$ cat src/design/ffa_pkg.sv
// ----------------------------------------------------------------------------
// ffa_pkg
// Shared types and constants of the first-fit heap allocator.
// ----------------------------------------------------------------------------
package ffa_pkg;

    localparam int CMD_W    = 1;
    localparam int SIZE_W   = 16;
    localparam int OFF_W    = 12;
    localparam int STATUS_W = 2;
    localparam int TOT_W    = 12;

    localparam logic CMD_ALLOC = 1'b0;
    localparam logic CMD_FREE  = 1'b1;

    localparam logic [STATUS_W-1:0] ST_OK      = 2'd0;
    localparam logic [STATUS_W-1:0] ST_NOSPACE = 2'd1;
    localparam logic [STATUS_W-1:0] ST_BADFREE = 2'd2;

    typedef enum logic [4:0] {
        S_CLEAR,
        S_IDLE,
        S_A_CHK,
        S_A_RD,
        S_A_EVAL,
        S_A_SPLIT,
        S_A_TAKE,
        S_DN_RD,
        S_DN_WR,
        S_F_CHK,
        S_F_HDRCHK,
        S_F_RD,
        S_F_EVAL,
        S_UP_RD,
        S_UP_WR,
        S_F_HDR,
        S_RES
    } state_t;

    typedef enum logic [3:0] {
        OP_NONE,
        OP_CLEAR,
        OP_LOAD,
        OP_NEXT,
        OP_HIT,
        OP_SPLIT,
        OP_TAKE,
        OP_RD_NEXT,
        OP_DN_WR,
        OP_DEC,
        OP_LATCH_SPAN,
        OP_APPLY,
        OP_RD_PREV,
        OP_UP_WR,
        OP_UP_INS,
        OP_FREE_HDR
    } op_t;

    typedef struct packed {
        op_t                 op;
        logic                result;   // load the output register
        logic [STATUS_W-1:0] code;
    } ctl_t;

    typedef struct packed {
        logic clr_last;
        logic is_free;
        logic over;
        logic scan_end;
        logic found;
        logic split;
        logic dn_end;
        logic pos_bad;
        logic not_taken;
        logic f_more;
        logic join_lo;
        logic join_hi;
        logic full;
        logic up_done;
        logic out_free;
    } sts_t;

endpackage

$ cat src/design/ffa_ctrl.sv
// ----------------------------------------------------------------------------
// ffa_ctrl
// Sequencer for clearing, first-fit search, table shifts and result hand-off.
// ----------------------------------------------------------------------------
module ffa_ctrl (
    input  logic          clk,
    input  logic          rst_n,
    input  logic          in_valid,
    output logic          in_ready,
    input  ffa_pkg::sts_t sts,
    output ffa_pkg::ctl_t ctl
);
    import ffa_pkg::*;

    state_t              state_reg, state_next;
    logic [STATUS_W-1:0] code_reg, code_next;

    always_ff @(posedge clk or negedge rst_n)
    begin
        if (!rst_n)
        begin
            state_reg <= S_CLEAR;
            code_reg  <= ST_OK;
        end
        else
        begin
            state_reg <= state_next;
            code_reg  <= code_next;
        end
    end

    // next state
    always_comb
    begin
        state_next = state_reg;
        code_next  = code_reg;
        unique case (state_reg)
            S_CLEAR:    if (sts.clr_last) state_next = S_IDLE;
            S_IDLE:
            begin
                if (in_valid)
                    state_next = S_A_CHK;
            end
            S_A_CHK:
            begin
                if (sts.is_free)
                    state_next = S_F_CHK;
                else if (sts.over)
                begin
                    code_next  = ST_NOSPACE;
                    state_next = S_RES;
                end
                else
                    state_next = S_A_RD;
            end
            S_A_RD:
            begin
                if (sts.scan_end)
                begin
                    code_next  = ST_NOSPACE;
                    state_next = S_RES;
                end
                else
                    state_next = S_A_EVAL;
            end
            S_A_EVAL:
            begin
                if (!sts.found)
                    state_next = S_A_RD;
                else if (sts.split)
                    state_next = S_A_SPLIT;
                else
                    state_next = S_DN_RD;
            end
            S_A_SPLIT:  state_next = S_A_TAKE;
            S_A_TAKE:
            begin
                code_next  = ST_OK;
                state_next = S_RES;
            end
            S_DN_RD:
            begin
                if (!sts.dn_end)
                    state_next = S_DN_WR;
                else if (sts.is_free)
                    state_next = S_F_HDR;
                else
                    state_next = S_A_TAKE;
            end
            S_DN_WR:    state_next = S_DN_RD;
            S_F_CHK:
            begin
                if (sts.pos_bad)
                begin
                    code_next  = ST_BADFREE;
                    state_next = S_RES;
                end
                else
                    state_next = S_F_HDRCHK;
            end
            S_F_HDRCHK:
            begin
                if (sts.not_taken)
                begin
                    code_next  = ST_BADFREE;
                    state_next = S_RES;
                end
                else
                    state_next = S_F_RD;
            end
            S_F_RD:     state_next = S_F_EVAL;
            S_F_EVAL:
            begin
                if (sts.f_more)
                    state_next = S_F_RD;
                else if (!sts.join_lo && !sts.join_hi && sts.full)
                begin
                    code_next  = ST_BADFREE;
                    state_next = S_RES;
                end
                else if (sts.join_lo && sts.join_hi)
                    state_next = S_DN_RD;
                else if (sts.join_lo || sts.join_hi)
                    state_next = S_F_HDR;
                else
                    state_next = S_UP_RD;
            end
            S_UP_RD:    state_next = sts.up_done ? S_F_HDR : S_UP_WR;
            S_UP_WR:    state_next = S_UP_RD;
            S_F_HDR:
            begin
                code_next  = ST_OK;
                state_next = S_RES;
            end
            S_RES:      if (sts.out_free) state_next = S_IDLE;
            default:    state_next = S_IDLE;
        endcase
    end

    // outputs
    always_comb
    begin
        ctl.op     = OP_NONE;
        ctl.result = 1'b0;
        ctl.code   = code_reg;
        in_ready   = 1'b0;
        unique case (state_reg)
            S_CLEAR:    ctl.op = OP_CLEAR;
            S_IDLE:
            begin
                in_ready = 1'b1;
                if (in_valid)
                    ctl.op = OP_LOAD;
            end
            S_A_EVAL:   ctl.op = sts.found ? OP_HIT : OP_NEXT;
            S_A_SPLIT:  ctl.op = OP_SPLIT;
            S_A_TAKE:   ctl.op = OP_TAKE;
            S_DN_RD:    ctl.op = sts.dn_end ? OP_DEC : OP_RD_NEXT;
            S_DN_WR:    ctl.op = OP_DN_WR;
            S_F_HDRCHK: ctl.op = sts.not_taken ? OP_NONE : OP_LATCH_SPAN;
            S_F_EVAL:
            begin
                if (sts.f_more)
                    ctl.op = OP_NEXT;
                else if (sts.join_lo || sts.join_hi || !sts.full)
                    ctl.op = OP_APPLY;
            end
            S_UP_RD:    ctl.op = sts.up_done ? OP_UP_INS : OP_RD_PREV;
            S_UP_WR:    ctl.op = OP_UP_WR;
            S_F_HDR:    ctl.op = OP_FREE_HDR;
            S_RES:      ctl.result = sts.out_free;
            default:    ctl.op = OP_NONE;
        endcase
    end

endmodule

$ cat config.mk
export PLATFORM = sky130hd
export DESIGN_NAME = ffa_ctrl
export DESIGN_NICKNAME = d
export VERILOG_FILES = /design/src/design/ffa_pkg.sv /design/src/design/ffa_ctrl.sv
export SDC_FILE = /design/constraint.sdc
export NUM_CORES = 1
export LEC_CHECK = 0
export BUFFER_PORTS_ARGS = -buffer_cell sky130_fd_sc_hd__clkbuf_2
export CAP_MARGIN = 20
export CORE_UTILIZATION = 55
export DETAILED_ROUTE_END_ITERATION = 6
export GPL_TIMING_DRIVEN = 0
export PLACE_DENSITY_LB_ADDON = 0.3
export SLEW_MARGIN = 25
export SYNTH_ARGS = -nofsm -noshare
export SYNTH_HDL_FRONTEND = slang
export SYNTH_SLANG_ARGS = --single-unit
$ cat constraint.sdc
create_clock -name clk -period 2.7 [get_ports clk]
set_clock_uncertainty 0.1 [all_clocks]
set_input_delay 0 -clock clk [delete_from_list [all_inputs] [get_ports clk]]
set_output_delay 0 -clock clk [all_outputs]
set_load 0.1 [all_outputs]
==> flow_summary.json, run 1 <==
{
  "synth_area_um2": 916,
  "cts_buffer_depth": 2,
  "critical_path_required_ps": 2600,
  "layoutNonFillerInstCount": 171,
  "ys_ff_latch": 7,
  "grt_util_all_layers": 0.330,
  "finalHoldViolCount": 0,
  "dp_cells": 165,
  "setup_slack_ps": 251,
  "tightestPinTransition_ps": 634,
  "top_usage_layer": "met2",
  "cp_max_fo": 10,
  "grt_max_degree": 11,
  "clk_latency_ps": 250,
  "clk_root_buffer_cell": "clkbuf_4",
  "critical_path_class": "flop to output pin",
  "setup_tns_ps": 0,
  "arrival_ps": 2350,
  "power_uw": 1550,
  "nets": 174,
  "yosys_warnings": 0,
  "rsz0062_at_grt": "no",
  "final_util": 0.734,
  "viasPerCell": 6.66,
  "via_count": 1139,
  "final-setup-viol-count": 0,
  "synth.cells.most_frequent": "nand2_1 (10), nor2_1 (9), dfrtp_1 (7), nand3_1 (7), nand2b_1 (6)",
  "grt_pass1_vias": 1000,
  "rrSetupSlack_ps": 730,
  "ir_drop_mv": 0.925,
  "globalplace.congestion": 0.992,
  "setup.worst_path.end_class": "output pin",
  "avgSynthCellArea_um2": 7.39,
  "antenna_left": 0,
  "synth_nets": 142,
  "drtPass1Iterations": 4,
  "largest_register_ffs": 5,
  "start_util": 0.601,
  "netlist_top_cells_area": "dfrtp_1 (19%), mux2i_1 (4.4%), nand2_1 (4.1%), nand2b_1 (4.1%), nand3_1 (3.8%)",
  "synthToLayoutAreaGrowth_pct": 22.1,
  "ys_async_sr_fraction": 1.00,
  "cts_setup_buffers": 0,
  "p_int_uw": 548,
  "synth.largest_area_cell": "dfrtp_1",
  "clk_pin_slew_ps": 50,
  "fin_crit_sh": 0.907,
  "cts_sinks": 7,
  "die_w_um": 42.8,
  "netlist.area_leader.share": 0.191,
  "fill_cells": 134,
  "synth-main-ff-cell": "dfrtp_1",
  "p_per_area_nw_per_um2": 1380,
  "max_slew_margin": 0.573,
  "rows": 14,
  "use_met3": 0.0979,
  "slew_violations": 0,
  "n_antenna_cell": 0,
  "netSwitchingFraction": 0.646,
  "layout-drive-gt1-share": 0.265,
  "die_h_um": 42.8,
  "cts_buffers": 3,
  "synth_edf_count": 0,
  "wl_um": 2730,
  "antenna_found_initial": 0,
  "cap_violations": 0,
  "dp_hpwl_um": 2120,
  "io_buffers": 25,
  "wl_per_cell_um": 15.9,
  "post_cts_resized": 0,
  "dpl_worst_slack_ps": 555,
  "combPwrFrac": 0.814,
  "yosysMostFrequentCell": "nand2_1",
  "p_leak_uw": 0.000492,
  "io-pin-count": 26,
  "route.detailed.drc": 0,
  "fin_crit_ps": 2450,
  "p_switching_uw": 999,
  "grt_first_pass_wirelength_um": 4490,
  "use_met1": 0.452,
  "seq_area_frac_synth": 0.191,
  "outcome": "finished, final reports clean",
  "netlist_instances": 124,
  "power_frac_clock": 0.061,
  "globalRoute.totalOverflow": 0,
  "dieArea_um2": 1830,
  "hold_path.class": "input port to asynchronous set/reset pin",
  "met2_usage": 0.494,
  "critPathLaunchType": "flop",
  "synth_cell_types": 52,
  "seqPwrFrac": 0.125,
  "cts_tree": "done",
  "ctsHoldBuffers": 2,
  "core_um2": 1520,
  "cts-htree-levels": 1,
  "drtIter0Drc": 48,
  "max_freq_mhz": 408
}
==> per-stage QoR <==
stage	instance area [um^2]	hold slack, ps
after global routing	1120	30.5
after floorplan	927	-396
final	1120	26.7
after detailed placement	1070	-255
after global placement	1070	-263
after CTS	1120	17.8
==> critical path, stage by stage, from the launching register on <==
cell and delay [ps]:
dfrtp_1 510, buf_2 300, buf_1 400, nand3_1 140, a21o_1 180, nand4_1 90, clkbuf_2 460
==> path summary, 6_finish.rpt <==
check,start,endpoint,cells past startpoint
min reg2reg,code_reg[1]$_DFFE_PN0P_,code_reg[1]$_DFFE_PN0P_,1
max reg2reg,state_reg[4]$_DFFE_PN0P_,code_reg[1]$_DFFE_PN0P_,5
min in group clk,sts[13],state_reg[3]$_DFFE_PN0P_,3
max,state_reg[2]$_DFFE_PN0P_,ctl[4],6
max in group asynchronous,rst_n,state_reg[0]$_DFFE_PN0P_,2
min,rst_n,code_reg[1]$_DFFE_PN0P_,2
==> placed cells by master, fill, tap and decap left out, drive strengths merged, types with 2 or more instances in the layout <==
cell and instances:
clkbuf 33, nand2 10, nor2 9, nand3 7, dfrtp 7, buf 7, nand2b 6, o21ai 6
nor3 6, nor4 5, inv 4, nor2b 4, mux2i 4, a21oi 4, or3b 3, or4b 2
o2111ai 2, xnor2 2, nand4b 2, a211o 2, o22ai 2, nor3b 2, and3 2, dlygate4sd3 2
==> routing by layer <==
metal,share of wire,wire [um]
met1,0.40,1090
met2,0.45,1240
met3,0.11,287
met4,0.039,105
met5,0,0
==> layout make-up <==
type                       count  area [um^2]  share of cell area
timing repair buffer          27          145               0.130
clock buffer                   4         26.3              0.0235
multi-input combinational    102          679               0.607
inverter                       4         15.0              0.0134
buffer                        11         57.6              0.0515
tap                           16         20.0              0.0179
sequential                     7          175               0.157
==> logic make-up after synthesis <==
logic type      after synthesis  synth area share
simple gates                 65             0.413
compound gates               30             0.238
buf+inv                      15            0.0792
flops                         7             0.191
mux                           5            0.0601
xor+xnor                      2            0.0191
==> power groups by stage <==
stage / combinational, uW / sequential (uW) / clock [uW]
detailed placement: 1240 / 194 / 0
global placement: 1210 / 189 / 0
CTS: 1250 / 192 / 98.3
floorplan: 920 / 290 / 0
finish: 1260 / 193 / 94.6
global route: 1340 / 199 / 105
(Power assumes the default switching activity.)
==> inputs of run 2 (changes only) <==
--- a/config.mk
+++ b/config.mk
@@ -10,7 +10,7 @@
 export CORE_UTILIZATION = 55
 export DETAILED_ROUTE_END_ITERATION = 6
 export GPL_TIMING_DRIVEN = 0
-export PLACE_DENSITY_LB_ADDON = 0.3
+export PLACE_DENSITY = 0.92
 export SLEW_MARGIN = 25
 export SYNTH_ARGS = -nofsm -noshare
 export SYNTH_HDL_FRONTEND = slang
==> flow_summary.json, run 2 (same netlist as run 1, synthesis figures left out) <==
{
  "max_freq_mhz": 413,
  "critPathLaunch": "state_reg[0]$_DFFE_PN0P_",
  "p_per_area_nw_per_um2": 1370,
  "core_um2": 1520,
  "cts-htree-levels": 1,
  "power_uw": 1540,
  "layout-drive-gt1-share": 0.263,
  "drtIter0Drc": 61,
  "cts_sinks": 7,
  "clk_latency_ps": 250,
  "critPathMaxStageDelay_ps": 460,
  "crit_chain": "buf_6 -> clkbuf_1 -> nand2_1 -> o32ai_1 -> nand3b_1 -> nand4_1 -> clkbuf_2",
  "dpl_cell_area_um2": 1070,
  "dp_hpwl_um": 2080,
  "antenna_found_initial": 0,
  "route.detailed.drc": 0,
  "outcome": "finished, final reports clean",
  "dieArea_um2": 1830,
  "crit_cells": 7,
  "clk_pin_slew_ps": 50,
  "rsz0062_at_grt": "no",
  "io_buffers": 25,
  "die_h_um": 42.8,
  "io-pin-count": 26,
  "r2r_start": "state_reg[4]$_DFFE_PN0P_",
  "cts_buffer_depth": 2,
  "globalplace.congestion": 0.954,
  "design_area_um2": 1130,
  "cts_setup_buffers": 0,
  "r2r-end": "code_reg[1]$_DFFE_PN0P_",
  "rrSetupSlack_ps": 780,
  "max_slew_margin": 0.611,
  "fin_crit_sh": 0.897,
  "slew_violations": 0,
  "n_antenna_cell": 0,
  "ir_drop_mv": 0.799,
  "cp_top_family": "buffers and inverters",
  "critical_path_required_ps": 2600,
  "critical_path_class": "flop to output pin",
  "r2r_cells": 5,
  "viasPerCell": 6.63,
  "antenna_left": 0,
  "finalHoldViolCount": 0,
  "critPathLaunchType": "flop",
  "fin_crit_ps": 2420,
  "largest_register_ffs": 5,
  "cts_tree": "done",
  "arrival_ps": 2320,
  "cp_max_fo": 10,
  "critical_path.endpoint": "ctl[4]",
  "p_leak_uw": 0.000496,
  "grt_max_degree": 11,
  "start_util": 0.601,
  "wl_per_cell_um": 15.9,
  "grt_pass1_vias": 985,
  "critPathBufInv": 3,
  "crit_slowest_cell": "clkbuf_2",
  "post_cts_resized": 0,
  "clk_root_buffer_cell": "clkbuf_4",
  "via_count": 1141,
  "drtPass1Iterations": 4,
  "hold_path.class": "input port to asynchronous set/reset pin",
  "globalRoute.totalOverflow": 0,
  "synthToLayoutAreaGrowth_pct": 23.2,
  "layout_commonest_cell": "clkbuf_2",
  "grt_util_all_layers": 0.324,
  "setup.worst_path.end_class": "output pin",
  "most-common-layout-cells": "clkbuf_2 (25), nand2_1 (10), nor2_1 (9)",
  "rows": 14,
  "cap_violations": 0,
  "setup_tns_ps": 0,
  "grt_first_pass_wirelength_um": 4540,
  "final-setup-viol-count": 0,
  "nets": 175,
  "wl_um": 2740,
  "die_w_um": 42.8,
  "tightestPinTransition_ps": 578,
  "cts_buffers": 3,
  "final_util": 0.741
}
run 2: cell count changes in the layout (fill, tap and decap cells not counted), sizes merged:
cell / delta
dlygate4sd3: +1
run 2: worst min path at each step:
stage / to / depth (start not counted)
after floorplan: code_reg[0]$_DFFE_PN0P_ / 0
after global placement: state_reg[1]$_DFFE_PN0P_ / 1
after detailed placement: state_reg[1]$_DFFE_PN0P_ / 1
after CTS: code_reg[0]$_DFFE_PN0P_ / 2
after global routing: code_reg[0]$_DFFE_PN0P_ / 2
final: state_reg[1]$_DFFE_PN0P_ / 2
run 2: per-layer routing:
| layer | wire length (um) | global-route usage | part of all wire |
|---|---|---|---|
| met1 | 1160 | 0.439 | 0.42 |
| met2 | 1250 | 0.494 | 0.45 |
| met3 | 275 | 0.115 | 0.10 |
| met4 | 61 | 0.0688 | 0.022 |
| met5 | 0 | 0 | 0 |
run 2: per-stage QoR:
stage	setup slack, ps	hold WS, ps	instances
global route	164	37.0	172
floorplan	72.1	-396	124
detailed placement	613	-258	165
global placement	623	-263	165
finish	277	3.84	172
CTS	330	12.1	172
run 2: repair_timing:
item                                    CTS  global route
endpoints found under the hold margin     9             0
hold buffers                              3             0
endpoints found under the setup margin    0             0
run 2: worst register-to-register path, stage by stage, from the launching register on:
cell and delay, ps:
dfrtp_1 330, buf_4 160, nand2b_1 220, nor4_1 90
nor4_1 540, mux2_4 350
run 2: final cells by class:
type                       count  area (um^2)
buffer                        11         57.6
clock buffer                   4         26.3
fill                         122          395
inverter                       4         15.0
multi-input combinational    102          679
sequential                     7          175
tap                           16         20.0
timing repair buffer          28          155
run 2: power breakdown:
group / internal, uW / total [uW] / switching (uW)
combinational: 341 / 1260 / 915
sequential: 152 / 190 / 38.3
clock: 56.5 / 97.3 / 40.8
==> inputs of run 3 (changes only) <==
--- a/config.mk
+++ b/config.mk
@@ -7,10 +7,11 @@
 export LEC_CHECK = 0
 export BUFFER_PORTS_ARGS = -buffer_cell sky130_fd_sc_hd__clkbuf_2
 export CAP_MARGIN = 20
-export CORE_UTILIZATION = 55
+export CORE_ASPECT_RATIO = 1.75
+export CORE_UTILIZATION = 29
 export DETAILED_ROUTE_END_ITERATION = 6
 export GPL_TIMING_DRIVEN = 0
-export PLACE_DENSITY = 0.92
+export PLACE_DENSITY = 0.58
 export SLEW_MARGIN = 25
 export SYNTH_ARGS = -nofsm -noshare
 export SYNTH_HDL_FRONTEND = slang
==> flow_summary.json, run 3 (same netlist as run 1, synthesis figures left out) <==
{
  "drtPass1Iterations": 4,
  "p_switching_uw": 1010,
  "dp_hpwl_um": 2490,
  "p_leak_uw": 0.000500,
  "cts_buffers": 3,
  "wl_um": 3140,
  "layout-drive-gt1-share": 0.265,
  "finalHoldViolCount": 0,
  "cts_setup_buffers": 0,
  "n_antenna_cell": 0,
  "power_frac_clock": 0.091,
  "setup.worst_path.end_class": "output pin",
  "layout_commonest_cell": "clkbuf_2",
  "cp_max_fo": 10,
  "route.detailed.drc": 0,
  "antenna_found_initial": 0,
  "tightestPinTransition_ps": 547,
  "critical_path_required_ps": 2600,
  "hold_path.class": "input port to flop",
  "critical_path_class": "flop to output pin",
  "die_h_um": 76.3,
  "drtIter0Drc": 70,
  "combPwrFrac": 0.789,
  "viasPerCell": 5.63,
  "layoutNonFillerInstCount": 197,
  "dp_cells": 191,
  "io_buffers": 25,
  "dpl_cell_area_um2": 1100,
  "fin_crit_sh": 0.904,
  "nets": 174,
  "p_int_uw": 594,
  "cts_sinks": 7,
  "core_um2": 2960,
  "clk_root_buffer_cell": "clkbuf_8",
  "critPathLaunchType": "flop",
  "die_w_um": 44.5,
  "design_area_um2": 1170,
  "fill_cells": 318,
  "netSwitchingFraction": 0.630,
  "wl_per_cell_um": 16.0,
  "final-setup-viol-count": 0,
  "max_slew_margin": 0.632,
  "most-common-layout-cells": "clkbuf_2 (25), nand2_1 (10), nor2_1 (9)",
  "setup_tns_ps": 0,
  "p_per_area_nw_per_um2": 1370,
  "cts-htree-levels": 1,
  "grt_pass1_vias": 1067,
  "grt_util_all_layers": 0.204,
  "cts_tree": "done",
  "antenna_left": 0,
  "rsz0062_at_grt": "no",
  "synthToLayoutAreaGrowth_pct": 27.7,
  "rows": 26,
  "max_freq_mhz": 410,
  "ir_drop_mv": 0.838,
  "globalRoute.totalOverflow": 0,
  "seqCellArea_um2": 175,
  "cts_buffer_depth": 2,
  "seqPwrFrac": 0.120,
  "clk_latency_ps": 230,
  "arrival_ps": 2340,
  "outcome": "finished, final reports clean",
  "fin_crit_ps": 2440,
  "slew_violations": 0,
  "multi_input_area_um2": 679,
  "grt_first_pass_wirelength_um": 5080,
  "globalplace.congestion": 0.976,
  "start_util": 0.309,
  "via_count": 1109,
  "cap_violations": 0,
  "grt_max_degree": 11,
  "io-pin-count": 26,
  "dieArea_um2": 3400,
  "clk_pin_slew_ps": 40,
  "largest_register_ffs": 5
}
## run 3: cell count changes in the layout (fill, tap and decap cells not counted), sizes merged
cell         change
dlygate4sd3      -1
## run 3: cell type report
cell class              instances  share of cell area
plain buffers                  11              0.0492
well taps                      42              0.0449
inverters                       4              0.0128
multi-input cells             102               0.581
repair buffers                 27               0.124
flip-flops and latches          7               0.150
clock buffers                   4              0.0385
## run 3: through the flow
step	util	power [uW]	setup WS, ps	hold WS [ps]
CTS	0.395	1610	301	23.4
finish	0.395	1610	259	40.6
global route	0.395	1710	165	58.6
detailed placement	0.373	1450	552	-251
floorplan	-	1210	72.1	-396
global placement	0.373	1440	560	-253
## run 3: power groups by stage
stage / Sequential [uW] / Clock (uW) / Combinational, uW
floorplan: 290 / 0 / 920
global placement: 193 / 0 / 1250
detailed placement: 195 / 0 / 1260
CTS: 194 / 152 / 1260
global route: 202 / 159 / 1350
finish: 193 / 146 / 1270
## run 3: final timing paths
| path | end | start | depth (start not counted) | slack, ps |
|---|---|---|---|---|
| worst max-delay path | ctl[4] | state_reg[2]$_DFFE_PN0P_ | 6 | 260 |
| worst min-delay path | state_reg[3]$_DFFE_PN0P_ | sts[13] | 3 | 40 |
| max in group asynchronous | state_reg[1]$_DFFE_PN0P_ | rst_n | 2 | 2290 |
| worst min register to register | code_reg[1]$_DFFE_PN0P_ | code_reg[1]$_DFFE_PN0P_ | 1 | 410 |
| min in group asynchronous | state_reg[2]$_DFFE_PN0P_ | rst_n | 2 | 50 |
| worst max register to register | state_reg[3]$_DFFE_PN0P_ | state_reg[2]$_DFFE_PN0P_ | 5 | 760 |
## run 3: critical path, cell delays in order (launching register included)
cell and delay, ps:
dfrtp_1 510, buf_2 300, buf_1 420, nand3_1 130
a21o_1 180, nand4_1 90, clkbuf_2 460
## run 3: repair_timing
action                     CTS  global route
hold buffers                 2             0
setup endpoints to repair    0             0
gates resized for setup      0             0
hold endpoints to repair     8             0
## run 3: metal layers
| layer | GRT usage | wire [um] | vias to the layer above |
|---|---|---|---|
| li1 | - | - | 530 |
| met1 | 0.225 | 1140 | 512 |
| met2 | 0.344 | 1690 | 53 |
| met3 | 0.00711 | 138 | 14 |
| met4 | 0.158 | 174 | 0 |
| met5 | 0 | 0 | - |
